[src/rtl/core/sctl_pkg.sv]
// shared types and constants for the sorted code table lookup
`default_nettype none

package sctl_pkg;

  // field widths fixed by the interface
  localparam int DATA_W  = 16;
  localparam int ENTRY_W = 2 * DATA_W;
  localparam int COUNT_W = 11;
  localparam int INDEX_W = 10;
  localparam int APB_W   = 32;

  // register map: entry_count is register 0
  localparam logic [1:0] REG_ENTRY_COUNT = 2'd0;

  // item kinds
  localparam logic KIND_LOAD   = 1'b0;
  localparam logic KIND_LOOKUP = 1'b1;

  // bisection sequencer states
  typedef enum logic [2:0] {
    ST_IDLE = 3'b001,
    ST_READ = 3'b010,
    ST_CMP  = 3'b100
  } sctl_state_t;

endpackage

`default_nettype wire

[src/rtl/core/sctl_search.sv]
// bisection sequencer: each table probe is a read state followed by a compare state
`default_nettype none

module sctl_search import sctl_pkg::*; #(
  parameter int AW = 10,
  parameter int CW = 11
) (
  input  wire logic                     clk,
  input  wire logic                     rst_n,
  input  wire logic                     lookup_go,
  input  wire logic        [CW-1:0]     count,
  input  wire logic signed [DATA_W-1:0] key,
  output logic                          busy,
  output logic                          rd_en,
  output logic             [AW-1:0]     rd_addr,
  input  wire logic        [ENTRY_W-1:0] rd_data,
  output logic                          out_valid,
  output logic signed      [DATA_W-1:0] out_info
);

  sctl_state_t             state_r, state_nxt;
  logic        [CW-1:0]    low_r, low_nxt;
  logic        [CW-1:0]    high_r, high_nxt;
  logic        [AW-1:0]    mid_r, mid_nxt;
  logic signed [DATA_W-1:0] key_r, key_nxt;
  logic                    out_valid_r, out_valid_nxt;
  logic signed [DATA_W-1:0] out_info_r, out_info_nxt;

  logic        [CW-1:0]    mid_ext;
  logic        [CW:0]      mid_sum;
  logic signed [DATA_W-1:0] probe_code;
  logic signed [DATA_W-1:0] probe_info;

  assign mid_ext    = CW'(mid_r);
  assign probe_code = signed'(rd_data[ENTRY_W-1:DATA_W]);
  assign probe_info = signed'(rd_data[DATA_W-1:0]);
  assign mid_sum    = {1'b0, low_nxt} + {1'b0, high_nxt};

  // next state and search bounds
  always_comb begin
    state_nxt     = state_r;
    low_nxt       = low_r;
    high_nxt      = high_r;
    key_nxt       = key_r;
    out_valid_nxt = 1'b0;
    out_info_nxt  = out_info_r;
    unique case (state_r)
      ST_IDLE: begin
        if (lookup_go) begin
          key_nxt  = key;
          low_nxt  = '0;
          high_nxt = count;
          if (count == '0) begin
            // empty table hands the key straight back
            out_valid_nxt = 1'b1;
            out_info_nxt  = key;
          end else begin
            state_nxt = ST_READ;
          end
        end
      end
      ST_READ: begin
        state_nxt = ST_CMP;
      end
      ST_CMP: begin
        if (mid_ext > low_r) begin
          if (probe_code > key_r) begin
            high_nxt = mid_ext;
          end else begin
            low_nxt = mid_ext;
          end
          state_nxt = ST_READ;
        end else begin
          // last probe: exact match or zero
          out_valid_nxt = 1'b1;
          out_info_nxt  = (probe_code == key_r) ? probe_info : '0;
          state_nxt     = ST_IDLE;
        end
      end
      default: begin
        state_nxt = ST_IDLE;
      end
    endcase
  end

  // midpoint of the bounds that hold next cycle
  assign mid_nxt = AW'(mid_sum >> 1);

  // control registers
  always_ff @(posedge clk) begin
    if (!rst_n) begin
      state_r     <= ST_IDLE;
      out_valid_r <= 1'b0;
    end else begin
      state_r     <= state_nxt;
      out_valid_r <= out_valid_nxt;
    end
  end

  // payload registers
  always_ff @(posedge clk) begin
    low_r      <= low_nxt;
    high_r     <= high_nxt;
    mid_r      <= mid_nxt;
    key_r      <= key_nxt;
    out_info_r <= out_info_nxt;
  end

  assign busy      = (state_r != ST_IDLE);
  assign rd_en     = (state_r == ST_READ);
  assign rd_addr   = mid_r;
  assign out_valid = out_valid_r;
  assign out_info  = out_info_r;

  // a compare always follows its read
  a_cmp_after_read: assert property (@(posedge clk) disable iff (!rst_n)
    (state_r == ST_CMP) |-> ($past(state_r) == ST_READ))
    else $error("compare without a preceding table read");

  // the probe stays inside the half-open interval [low, high)
  a_mid_in_range: assert property (@(posedge clk) disable iff (!rst_n)
    (state_r == ST_READ) |-> ((mid_ext >= low_r) && (mid_ext < high_r)))
    else $error("probe address outside search bounds");

  // the final probe yields a result beat
  a_final_result: assert property (@(posedge clk) disable iff (!rst_n)
    ((state_r == ST_CMP) && (mid_ext == low_r)) |=> out_valid_r)
    else $error("final probe gave no result beat");

  // a result never comes out of the middle of a search
  a_result_at_end: assert property (@(posedge clk) disable iff (!rst_n)
    out_valid_r |-> (state_r == ST_IDLE))
    else $error("result beat while search still running");

endmodule

`default_nettype wire

[config.mk]
export PLATFORM = sky130hd
export DESIGN_NAME = sctl_search
export DESIGN_NICKNAME = d
export VERILOG_FILES = /design/src/rtl/core/sctl_pkg.sv /design/src/rtl/core/sctl_search.sv
export SDC_FILE = /design/constraint.sdc
export NUM_CORES = 1
export LEC_CHECK = 0
export ABC_AREA = 1
export ABC_CLOCK_PERIOD_IN_PS = 5250
export BUFFER_PORTS_ARGS = -buffer_cell sky130_fd_sc_hd__clkbuf_2
export CORE_MARGIN = 2
export CORE_UTILIZATION = 35
export CTS_BUF_LIST = sky130_fd_sc_hd__clkbuf_4
export CTS_CLUSTER_SIZE = 30
export DETAILED_ROUTE_END_ITERATION = 7
export GPL_TIMING_DRIVEN = 0
export PLACE_DENSITY = 0.57
export SYNTH_ARGS = -nofsm -noshare
export SYNTH_HDL_FRONTEND = slang
export SYNTH_SLANG_ARGS = --single-unit
[constraint.sdc]
create_clock -name clk -period 5.25 [get_ports clk]
set_input_delay 0.525 -clock clk [delete_from_list [all_inputs] [get_ports clk]]
set_output_delay 0.525 -clock clk [all_outputs]
set_load 0.02 [all_outputs]
==> reports/summary.txt <==
Final ANT Viol Nets -> 0
Final-report max-slew violation count -> 0
Critical path class -> flip-flop to flip-flop
Sink Count -> 68
Largest family of logic cells by synthesized area -> simple AND/OR/NAND/NOR gates
Clk buf depth -> 2
Fin. Hold Viols -> 0
Mapped cell area -> 0.00390 mm^2
Area share of and/or/nand/nor cells after synthesis -> 18.9%
Finished Cell Area -> 0.00470 mm^2
Antenna violations before repair -> 0
Crit Path Max Fanout -> 10
Clock Latency Late Sink -> 430 ps
Number of synthesis warnings -> 0
Dpl ws -> 664 ps
Initial drt markers -> 182
Cts repair resizes -> 0
Final Core Density -> 43.4%
FMAX -> 0.230 GHz
Number of synthesized flops with an enable pin -> 32
Initial Utilization -> 35.9%
Die height -> 110 um
Final setup violation count -> 0
Avg WL per Cell -> 14.8 um
Status -> finished, final reports clean
Die W -> 110 um
Setup tns final -> 0 ps
Tmin final -> 4340 ps
Area share of fa/ha/maj cells after synthesis -> 11.8%
CTS Hold Buffers Added -> 0
Pre-antenna DRT Iters -> 6
Max Cap Viol -> 0
Slowest stage delay, CP -> 400 ps
Post-synthesis compound-gate area fraction -> 16.7%
CTS clk-pin slew, worst paths -> 120 ps
Buffers plus inverters on the worst setup path -> 3
Leakage -> 2.19 nW
Critical Path Start -> key_r[15]$_DFFE_PP_
Worst Tran Pin Value -> 624 ps
Root buf cell -> clkbuf_4
Placed Area -> 0.00454 mm^2
Period utilisation layout -> 82.7%
I/O pins -> 91
Crit path launch type -> flip-flop
RSZ-0062 raised after global routing -> no
First-pass GRT wire length -> 16.4 mm
Area grow syn2layout -> 20.7%
Top_reg_cell synth -> dfxtp_1
Final worst clock skew -> 15.2 ps
FF-to-FF setup slack -> 910 ps
Postcts setup bufs -> 0
Peak VDD IR -> 0.000325 V
Crit path cell chain -> inv_1 -> ha_1 -> a21oi_1 -> o21ai_1 -> a21oi_2 -> nand2_1 -> nand2_2 -> nand3_4 -> nand2_4 -> clkbuf_1 -> a21oi_1 -> o21ai_0 -> o21ai_0 -> ha_1 -> a21oi_1 -> o21ai_1 -> a21o_1 -> a21oi_1 -> inv_1 -> a21oi_1 -> o21bai_1 -> a21o_1 -> a21oi_1 -> xor2_1
HPWL Detailed -> 8.03 mm
Syn Nets -> 549
GP Congestion -> 0.805
WP data required -> 5600 ps
TritonCTS Buffers -> 9
Diode count -> 0
CTS tree -> yes
Seq cells post-synth -> 68
Layout cell share with drive strength beyond 1 -> 26.0%
Avg Vias per Cell -> 4.98
Routed WL -> 10.3 mm
Core area -> 0.0108 mm^2
Xor/xnor cell area share of the yosys netlist -> 1.80%
Netlist cell types -> 42
R2r startpoint -> key_r[15]$_DFFE_PP_
CP most frequent cell -> a21oi_1
Placed insts -> 682
GRT Residual Overflow -> 0
Largest net degree at the start of global routing -> 26
Die area -> 0.0120 mm^2
Hold Startpoint -> key[8]
Fin cells -> 698
Final Worst Setup Slack -> 910 ps
Via count -> 3474
Ys async rst share -> 0%
HP Class -> primary input to flip-flop
Avg Cell Area, Syn -> 8.64 um^2
Sequential area share after synthesis -> 43.2%
IO buf count -> 90
Nets -> 651
# rows -> 38
DRC Markers -> 0
Clock H-tree levels -> 3
Delay-heaviest family, CP -> compound AO/OA/AOI/OAI gates
Pwr/cell area -> 514 mW/mm^2
Max-slew headroom -> 58.2%
Synth Instances -> 451
Vias in the first global route -> 3423
Post-synthesis mux area share -> 0%
GRT Resource Usage Total -> 18.0%
Crit-path slowest cell -> clkbuf_1
Endpoint type of the worst setup path -> flip-flop
Critical Path AT -> 4690 ps
[registers in the layout, indices dropped and copies added (netlist names)]
name / cells
high_r: 11
out_info: 16
state_r: 3
out_valid: 1
key_r: 16
rd_addr: 10
low_r: 11
[layer usage]
metal	global-route usage, %	part of all wire [%]
met1	22.5	46
met2	30.9	47
met3	3.85	5.8
met4	5.52	1.2
met5	0	0
[report_power, final]
group / total [mW] / internal (mW) / switching, mW
sequential: 0.794 / 0.705 / 0.0896
combinational: 1.23 / 0.415 / 0.810
clock: 0.397 / 0.198 / 0.198
total: 2.42 / 1.32 / 1.10
[cells in the mapped netlist (4+ instances only)]
library cell / count / area share (%)
nand2_1: 80 / 7.7
inv_1: 59 / 5.7
o21ai_0: 42 / 5.4
a21oi_1: 37 / 4.8
dfxtp_1: 36 / 18
ha_1: 35 / 11
edfxtp_1: 32 / 25
nor2_1: 28 / 2.7
clkbuf_1: 8 / 0.77
nand3_1: 7 / 0.90
o21ai_1: 7 / 0.90
a221oi_1: 6 / 1.3
inv_2: 5 / 0.48
nand2_2: 5 / 0.80
nand3_2: 5 / 1.3
nand4_1: 5 / 0.80
xor2_1: 5 / 1.1
a21o_1: 4 / 0.77
a32oi_1: 4 / 0.90
buf_2: 4 / 0.51
nand2_4: 4 / 1.2
[kinds of logic (layout without fill, tap and decap cells)]
logic type      count (synthesis)  count (layout)
simple gates                  148             148
compound gates                113             113
buf+inv                        78             185
flops                          68              68
fa+ha+maj                      36              36
xor+xnor                        8               8
[cells in the final DEF (no fill, tap or decap), types with 10 or more instances in the layout]
master	n
clkbuf_2	90
nand2_1	80
nor2_1	28
clkbuf_4	10
a21oi_1	37
o21ai_0	41
edfxtp_1	32
dfxtp_1	36
ha_1	35
inv_1	59
[through the flow]
step                      power [mW]  hold slack, ps
after floorplan                 1.67             461
after global placement          2.00             476
after detailed placement        2.03             491
after CTS                       2.43             272
after global routing            2.62             259
final                           2.42             287
[final cells by class]
cell class | instances | area (um^2)
buffer | 12 | 50.0
clock buffer | 10 | 75.1
clock inverter | 6 | 88.8
fill | 1107 | 6140
inverter | 66 | 250
multi-input combinational | 305 | 1920
sequential | 68 | 1680
tap | 140 | 175
timing repair buffer | 91 | 465
[path summary, 6_finish.rpt]
path,end,depth (start not counted)
hold / removal,key_r[8]$_DFFE_PP_,1
hold reg to reg,low_r[10]$_DFF_P_,2
setup reg to reg,rd_addr[9]$_DFF_P_,24
setup / recovery,rd_addr[9]$_DFF_P_,24
No activity file was read; power rests on OpenSTA's default activity.
